<file path="config.mk">
export PLATFORM = sky130hd
export DESIGN_NAME = sliding_window_out_of_band_detector
export DESIGN_NICKNAME = d
export VERILOG_FILES = /design/src/swd_pkg.sv /design/src/sliding_window_out_of_band_detector.sv /design/src/swd_ram.sv
export SDC_FILE = /design/constraint.sdc
export NUM_CORES = 1
export LEC_CHECK = 0
export BUFFER_PORTS_ARGS = -buffer_cell sky130_fd_sc_hd__buf_2
export CAP_MARGIN = 0
export CORE_MARGIN = 2
export CORE_UTILIZATION = 62
export CTS_CLUSTER_DIAMETER = 40
export CTS_CLUSTER_SIZE = 14
export DETAILED_ROUTE_END_ITERATION = 12
export PLACE_DENSITY = 0.85
export REMOVE_ABC_BUFFERS = 1
export SYNTH_ARGS = -nofsm -noshare
export SYNTH_HDL_FRONTEND = slang
export SYNTH_SLANG_ARGS = --single-unit
</file>
<file path="constraint.sdc">
create_clock -name clk_i -period 6.2 [get_ports clk_i]
set_clock_uncertainty 0.1 [all_clocks]
set_input_delay 1.24 -clock clk_i [delete_from_list [all_inputs] [get_ports clk_i]]
set_output_delay 1.24 -clock clk_i [all_outputs]
set_load 0.01 [all_outputs]
</file>
<file path="src/swd_pkg.sv">
`timescale 1ns / 1ps
`default_nettype none

package swd_pkg;

  localparam int DEFAULT_MAX_WINDOW  = 64;
  localparam int DEFAULT_SAMPLE_BITS = 16;

  // Configuration port
  localparam int CFG_IDX_W  = 3;
  localparam int CFG_DATA_W = 16;

  typedef logic [CFG_IDX_W-1:0] cfg_idx_t;

  localparam cfg_idx_t REG_THRESHOLD     = 3'd0;
  localparam cfg_idx_t REG_BAND_WIDTH    = 3'd1;
  localparam cfg_idx_t REG_WINDOW_LENGTH = 3'd2;
  localparam cfg_idx_t REG_MIN_COUNT     = 3'd3;
  localparam cfg_idx_t REG_COUNT_OFFSET  = 3'd4;

  localparam int THRESHOLD_W    = 16;
  localparam int BAND_WIDTH_W   = 15;
  localparam int WINDOW_LEN_W   = 7;
  localparam int MIN_COUNT_W    = 7;
  localparam int COUNT_OFFSET_W = 6;

  localparam logic [WINDOW_LEN_W-1:0] WINDOW_LENGTH_RST = 7'd64;
  localparam logic [MIN_COUNT_W-1:0]  MIN_COUNT_RST     = 7'd1;

endpackage

`default_nettype wire

</file>
<file path="src/sliding_window_out_of_band_detector.sv">
`timescale 1ns / 1ps
// Sliding-window out-of-band (m-of-n) detector.
// A request moves through stage 1 and the output register before out_valid_o shows it.
// Throughput: one request per cycle unless out_stall_i holds the output; each request
// reads and writes its window entry in one RAM access; the count updates per request.
// Reset: window empty, registers at their defaults (length 64, min count 1, others 0).
// No RAM clearing pass: an entry's old flag is only used after it was written.
`default_nettype none

module sliding_window_out_of_band_detector #(
  parameter int MAX_WINDOW  = swd_pkg::DEFAULT_MAX_WINDOW,
  parameter int SAMPLE_BITS = swd_pkg::DEFAULT_SAMPLE_BITS
) (
  input  wire logic                             clk_i,
  input  wire logic                             rst_ni,
  // sample requests
  input  wire logic                             in_valid_i,
  output logic                                  in_stall_o,
  input  wire logic signed [SAMPLE_BITS-1:0]    sample_i,
  // results
  output logic                                  out_valid_o,
  input  wire logic                             out_stall_i,
  output logic                                  impact_o,
  // register writes
  input  wire logic                             cfg_valid_i,
  output logic                                  cfg_ready_o,
  input  wire logic [swd_pkg::CFG_IDX_W-1:0]    cfg_index_i,
  input  wire logic [swd_pkg::CFG_DATA_W-1:0]   cfg_data_i
);

  import swd_pkg::*;

  localparam int PTR_W  = $clog2(MAX_WINDOW);
  localparam int LEN_W  = $clog2(MAX_WINDOW + 1);
  // common width for comparing the 7-bit length register against MAX_WINDOW
  localparam int CMPL_W = (LEN_W > WINDOW_LEN_W) ? LEN_W : WINDOW_LEN_W;
  // common width for offset + total vs min count
  localparam int SUM_W  = ((LEN_W > MIN_COUNT_W) ? LEN_W : MIN_COUNT_W) + 1;
  // band test width: wide enough that thr +/- width never wraps
  localparam int BAND_W = ((SAMPLE_BITS > THRESHOLD_W + 1) ? SAMPLE_BITS : THRESHOLD_W + 1) + 2;

  // ---------------------------------------------------------------------------
  // Configuration registers
  // ---------------------------------------------------------------------------
  logic signed [THRESHOLD_W-1:0]    threshold_q;
  logic        [BAND_WIDTH_W-1:0]   band_width_q;
  logic        [WINDOW_LEN_W-1:0]   window_length_q;
  logic        [MIN_COUNT_W-1:0]    min_count_q;
  logic        [COUNT_OFFSET_W-1:0] count_offset_q;

  logic cfg_we;
  logic win_clear;

  assign cfg_ready_o = 1'b1;
  assign cfg_we      = cfg_valid_i & cfg_ready_o;
  // Any write to the length register restarts the window, even the same value.
  assign win_clear   = cfg_we && (cfg_index_i == REG_WINDOW_LENGTH);

  always_ff @(posedge clk_i or negedge rst_ni) begin
    if (!rst_ni) begin
      threshold_q     <= '0;
      band_width_q    <= '0;
      window_length_q <= WINDOW_LENGTH_RST;
      min_count_q     <= MIN_COUNT_RST;
      count_offset_q  <= '0;
    end else if (cfg_we) begin
      unique case (cfg_index_i)
        REG_THRESHOLD:     threshold_q     <= cfg_data_i[THRESHOLD_W-1:0];
        REG_BAND_WIDTH:    band_width_q    <= cfg_data_i[BAND_WIDTH_W-1:0];
        REG_WINDOW_LENGTH: window_length_q <= cfg_data_i[WINDOW_LEN_W-1:0];
        REG_MIN_COUNT:     min_count_q     <= cfg_data_i[MIN_COUNT_W-1:0];
        REG_COUNT_OFFSET:  count_offset_q  <= cfg_data_i[COUNT_OFFSET_W-1:0];
        default: ;  // unknown index: ignored
      endcase
    end
  end

  // Effective window length: zero acts as one, saturates at MAX_WINDOW.
  logic [CMPL_W-1:0] wl_ext;
  logic [LEN_W-1:0]  eff_len;

  assign wl_ext = CMPL_W'(window_length_q);

  always_comb begin
    if (window_length_q == '0) begin
      eff_len = LEN_W'(1);
    end else if (wl_ext > CMPL_W'(MAX_WINDOW)) begin
      eff_len = LEN_W'(MAX_WINDOW);
    end else begin
      eff_len = wl_ext[LEN_W-1:0];
    end
  end

  // ---------------------------------------------------------------------------
  // Handshake control
  //   stage 1: RAM read of the evicted flag is in flight
  //   output register: finished result waiting to be taken
  // ---------------------------------------------------------------------------
  logic s1_valid_q;
  logic out_valid_q;
  logic out_free;
  logic s1_move;
  logic in_accept;

  assign out_free   = !out_valid_q || !out_stall_i;
  assign s1_move    = s1_valid_q && out_free;
  assign in_stall_o = s1_valid_q && !out_free;
  assign in_accept  = in_valid_i && !in_stall_o;

  // ---------------------------------------------------------------------------
  // Stage 0: band test, ring position, fill level; RAM read-modify-write
  // ---------------------------------------------------------------------------
  logic signed [BAND_W-1:0] s_ext;
  logic signed [BAND_W-1:0] thr_ext;
  logic signed [BAND_W-1:0] w_ext;
  logic                     flag;

  assign s_ext   = BAND_W'(sample_i);
  assign thr_ext = BAND_W'(threshold_q);
  assign w_ext   = BAND_W'(signed'({1'b0, band_width_q}));
  assign flag    = (s_ext <= thr_ext - w_ext) || (s_ext >= thr_ext + w_ext);

  logic [PTR_W-1:0] write_pos_q, write_pos_d;
  logic [LEN_W-1:0] fill_level_q, fill_level_d;
  logic [PTR_W-1:0] pos;
  logic [LEN_W-1:0] pos_inc;
  logic             full_before;
  logic             full_after;

  always_comb begin
    pos = (LEN_W'(write_pos_q) >= eff_len) ? '0 : write_pos_q;
    pos_inc     = LEN_W'(pos) + LEN_W'(1);
    full_before = (fill_level_q >= eff_len);
    fill_level_d = full_before ? fill_level_q : fill_level_q + LEN_W'(1);
    full_after   = (fill_level_d == eff_len);
    write_pos_d  = (pos_inc >= eff_len) ? '0 : pos_inc[PTR_W-1:0];
  end

  always_ff @(posedge clk_i or negedge rst_ni) begin
    if (!rst_ni) begin
      write_pos_q  <= '0;
      fill_level_q <= '0;
    end else if (win_clear) begin
      write_pos_q  <= '0;
      fill_level_q <= '0;
    end else if (in_accept) begin
      write_pos_q  <= write_pos_d;
      fill_level_q <= fill_level_d;
    end
  end

  // Read-first RAM: the old flag at pos comes back next cycle while the
  // new flag lands in the same entry, so back-to-back requests never collide.
  logic old_flag;

  swd_ram #(
    .WIDTH (1),
    .DEPTH (MAX_WINDOW)
  ) u_flags (
    .clk_i   (clk_i),
    .we_i    (in_accept),
    .waddr_i (pos),
    .wdata_i (flag),
    .re_i    (in_accept),
    .raddr_i (pos),
    .rdata_o (old_flag)
  );

  // Stage 1 payload
  logic s1_flag_q;
  logic s1_evict_q;
  logic s1_full_q;

  always_ff @(posedge clk_i) begin
    if (in_accept) begin
      s1_flag_q  <= flag;
      s1_evict_q <= full_before;
      s1_full_q  <= full_after;
    end
  end

  // ---------------------------------------------------------------------------
  // Stage 1: running count update and impact decision
  // ---------------------------------------------------------------------------
  logic [LEN_W-1:0] outside_total_q, outside_total_d;
  logic [SUM_W-1:0] total_sum;
  logic             impact_d;
  logic             impact_q;

  always_comb begin
    outside_total_d = outside_total_q
                      - LEN_W'(s1_evict_q & old_flag)
                      + LEN_W'(s1_flag_q);
    total_sum = SUM_W'(count_offset_q) + SUM_W'(outside_total_d);
    impact_d  = s1_full_q && (total_sum >= SUM_W'(min_count_q));
  end

  always_ff @(posedge clk_i or negedge rst_ni) begin
    if (!rst_ni) begin
      outside_total_q <= '0;
    end else if (win_clear) begin
      outside_total_q <= '0;
    end else if (s1_move) begin
      outside_total_q <= outside_total_d;
    end
  end

  always_ff @(posedge clk_i or negedge rst_ni) begin
    if (!rst_ni) begin
      s1_valid_q  <= 1'b0;
      out_valid_q <= 1'b0;
    end else begin
      if (in_accept) begin
        s1_valid_q <= 1'b1;
      end else if (s1_move) begin
        s1_valid_q <= 1'b0;
      end
      if (s1_move) begin
        out_valid_q <= 1'b1;
      end else if (!out_stall_i) begin
        out_valid_q <= 1'b0;
      end
    end
  end

  always_ff @(posedge clk_i) begin
    if (s1_move) begin
      impact_q <= impact_d;
    end
  end

  assign out_valid_o = out_valid_q;
  assign impact_o    = impact_q;

endmodule

`default_nettype wire

</file>
<file path="src/swd_ram.sv">
`timescale 1ns / 1ps
`default_nettype none

// Simple dual-port RAM, one write and one registered read per cycle.
// A read and write to the same address return the old contents.
module swd_ram #(
  parameter int WIDTH = 1,
  parameter int DEPTH = 64
) (
  input  wire logic                     clk_i,
  input  wire logic                     we_i,
  input  wire logic [$clog2(DEPTH)-1:0] waddr_i,
  input  wire logic [WIDTH-1:0]         wdata_i,
  input  wire logic                     re_i,
  input  wire logic [$clog2(DEPTH)-1:0] raddr_i,
  output logic      [WIDTH-1:0]         rdata_o
);

  logic [WIDTH-1:0] mem_q [DEPTH];

  always_ff @(posedge clk_i) begin
    if (we_i) begin
      mem_q[waddr_i] <= wdata_i;
    end
    if (re_i) begin
      rdata_o <= mem_q[raddr_i];
    end
  end

endmodule

`default_nettype wire

</file>
==> impl_results.md <==
* Outcome: completed
* Slew @ Worst Pin at between 1 and 1.5 ns
* Area growth syn-to-layout at 10.09%
* Tcrit/Tclk final at between 80 and 90%
* Setup_tns at 0 ns
* Critical path class: reg2reg
* Gpl congestion at slightly below 0.9
* Hold path startpoint: min_count_q[1]$_DFFE_PN0P_
* Worst Path Arrival at 5.08 ns
* Slew Viols, Final at 0
* Post-Synthesis Cells at around 970
* Sequential share of the synthesized area at around two fifths
* Antenna-violating nets left at 0
* Critical Path Start: threshold_q[0]$_DFFE_PN0P_
* Post-synth EDFFs at ~70
* Lkg Pwr at about 4.5 nW
* Dpl ws at 1.189 ns
* Port Buffers at between 40 and 50
* CTS sink count at between 100 and 150
* Die span in x at roughly 130 µm
* Synth cell types at 76
* CTS clk-pin slew, worst paths at about 0.06 ns
* Syn Area/Cell at a little under 10 µm²
* Vias in the first global route at roughly 7300
* Row count at 45
* Nature of the critical path startpoint: register
* Congestion Overflow GR at 0
* CTS root buffer: clkbuf_16
* Slew HR at roughly 28%
* Final wirelength at 20960 µm
* Fmax at slightly below 0.2 GHz
* Final hold viol count at 0
* Max Root-Sink Buffers at 2
* Final net count at between 1000 and 1500
* Area share of the largest cell type after synthesis at ~22%
* Core region area at between 15000 and 20000 µm²
* Asr flop ratio synth at about half
* Max FO, Critical Path at 65
* Initial Utilization at between 60% and 70%
* Launching point of the worst reg2reg path: threshold_q[0]$_DFFE_PN0P_
* Type of the most critical hold path: reg2reg
* CP Data Required Time at just over 6 ns
* Share of cells above drive strength 1 at between 10% and 20%
* TritonCTS clock tree: yes
* Drt via density at about 6.1
* CP endpoint kind: register
* Post-Layout Inst Area at roughly 11000 µm²
* Largest net degree at the start of global routing at 74
* Detail Placement HPWL at ~14000 µm
* Power per Cell Area at 507.2 nW/µm²
* Post-route worst setup slack at 1.098 ns
* Layout fillers at 1113
* Routed WL per cell at roughly 18 µm
* Iter 0 DRT Violations at roughly 720
* Peak VDD IR at 0.0002641 V
* Post-CTS Setup Bufs at 0
* MaxCap Viol Count at 0
* Post-synth top flop: dfrtp_1
* Most frequent cells after synthesis: 120 x nor2_1, 106 x ha_1, 73 x nand2_1
* Post-Syn Area at around 9600 µm²
* Register bit total from synthesis at between 100 and 150
* Critical path's top delay family: compound AO/OA/AOI/OAI gates
* Initial antenna violation count at 1
* Wire length of the first global-routing pass at approximately 35000 µm
* Slowest cell on the critical path: a2bb2o_2
* Die Ht at between 100 and 150 µm
* DRC viols at 0
* Crit-path cells: inv_1 -> ha_1 -> inv_1 -> fa_1 -> a21o_1 -> a21oi_2 -> o21ai_1 -> o31ai_1 -> o21ai_1 -> o41ai_4 -> mux2i_1 -> a2111oi_2 -> ha_1 -> nand4_1 -> nor2_1 -> nand2_1 -> o31ai_1 -> a21oi_1 -> a2bb2o_2
* Biggest area consumer among synthesized cells: edfxtp_1
* DP Area at ~9900 µm²
* Cts bufs inserted at 17
* Total number of vias at around 7300
* Hold-fix buffers at CTS at 0
* Htree depth at 4
* Length of the first detailed-routing pass in iterations at 6
* Crit path largest cell delay at ~0.94 ns
* GRT Overall Usage at between 20% and 30%
* Final min period at 5.102 ns
* Buf/Inv on CP at 2
* Top cells by area, synth: edfxtp_1 22%, dfrtp_1 19%, ha_1 14%, nor2_1 4.7%, mux2_2 4.4%
* Count leader, synth: nor2_1
* Final Setup Violations at 0
* Num ports at 44
* Synthesis Warnings at 0
* RSZ-0062 raised after global routing: no
* Worst skew pair latency at approximately 0.43 ns
* Die footprint at between 15000 and 20000 µm²
* Post-CTS sizing at 0
* Ant. Diodes at 0
## path summary, 6_finish.rpt
path / depth (start not counted) / endpoint / slack (ns)
max: 19 / u_flags.mem_q[39]$_DFFE_PP_ / 1.10
min: 1 / min_count_q[1]$_DFFE_PN0P_ / 0.40
max reg2reg: 19 / u_flags.mem_q[39]$_DFFE_PP_ / 1.10
min reg2reg: 1 / min_count_q[1]$_DFFE_PN0P_ / 0.40
max in group asynchronous: 1 / min_count_q[2]$_DFFE_PN0P_ / 4.55
min in group asynchronous: 1 / threshold_q[15]$_DFFE_PN0P_ / 0.83
## cell families (layout without fill, tap and decap cells)
group                      count (synthesis)  after routing  share of synthesized area, %
other                                      1              1                       0.03920
adders and majority gates                110            110                         14.70
muxes                                     57             57                         6.972
and+or+nand+nor                          301            301                         14.66
AOI/OAI and AO/OA                        193            193                         13.68
DFF                                      142            142                         40.78
buffers and inverters                    109            152                         4.395
xor gates and xnor gates                  52             52                         4.761
## flip-flops by register name, indices dropped and copies added (netlist names), 7 cells and up
register / count
u_flags.mem_q: 64
fill_level_q: 7
band_width_q: 15
threshold_q: 16
window_length_q: 7
outside_total_q: 7
min_count_q: 7
## through the flow
stage               hold slack (ns)  instances  util [%]  total power, mW
floorplan                    0.3574        930         -            3.548
global placement             0.3650       1164     65.43            4.094
detailed placement           0.3950       1164     65.43            4.235
CTS                          0.4094       1196     69.53            5.349
global route                 0.4138       1196     69.53            5.769
finish                       0.4048       1196     69.53            5.340
## per-layer routing
| metal | share of wire [%] | track usage (%) | up-vias |
|---|---|---|---|
| met2 | 49 | 45.74 | 242 |
| met3 | 5.5 | 6.344 | 61 |
| met4 | 3.1 | 10.86 | 0 |
| li1 | - | - | 3490 |
| met1 | 42 | 32.35 | 3490 |
| met5 | 0 | 0 | - |
## cell usage in the layout, fill, tap and decap left out, types with 5 or more instances in the layout
master     count
nor3_1        18
o21bai_1      12
mux2_2        37
or3_1          5
a21o_1        21
o21ai_0       42
nor3b_1        6
mux2i_1       16
nand4_1        6
ha_1         106
buf_4          5
o31ai_1       10
nor2b_1        8
nor4_1         6
nand2_1       73
inv_1         72
nor2_1       119
xnor2_1       39
inv_6          5
xor2_1        13
clkbuf_16     17
nand3_1       17
a21oi_1       50
dfrtp_1       71
o21a_1         6
edfxtp_1      69
buf_2         41
nand2b_1      16
a221oi_1       6
and3_1         5
## report_power, final
part,total [mW],internal (mW),switching (mW)
Sequential,1.38,1.25,0.123
Clock,1.07,0.616,0.456
Combinational,2.89,1.27,1.63
## layout make-up
cell class	count	area [µm²]	share of cell area, %
timing repair buffer	46	242.7	2.305
clock inverter	15	195.2	1.854
sequential	142	3901	37.05
multi-input combinational	714	5253	49.88
inverter	74	277.8	2.638
tap	188	235.2	2.234
clock buffer	17	425.4	4.040
(Power assumes the default switching activity.)
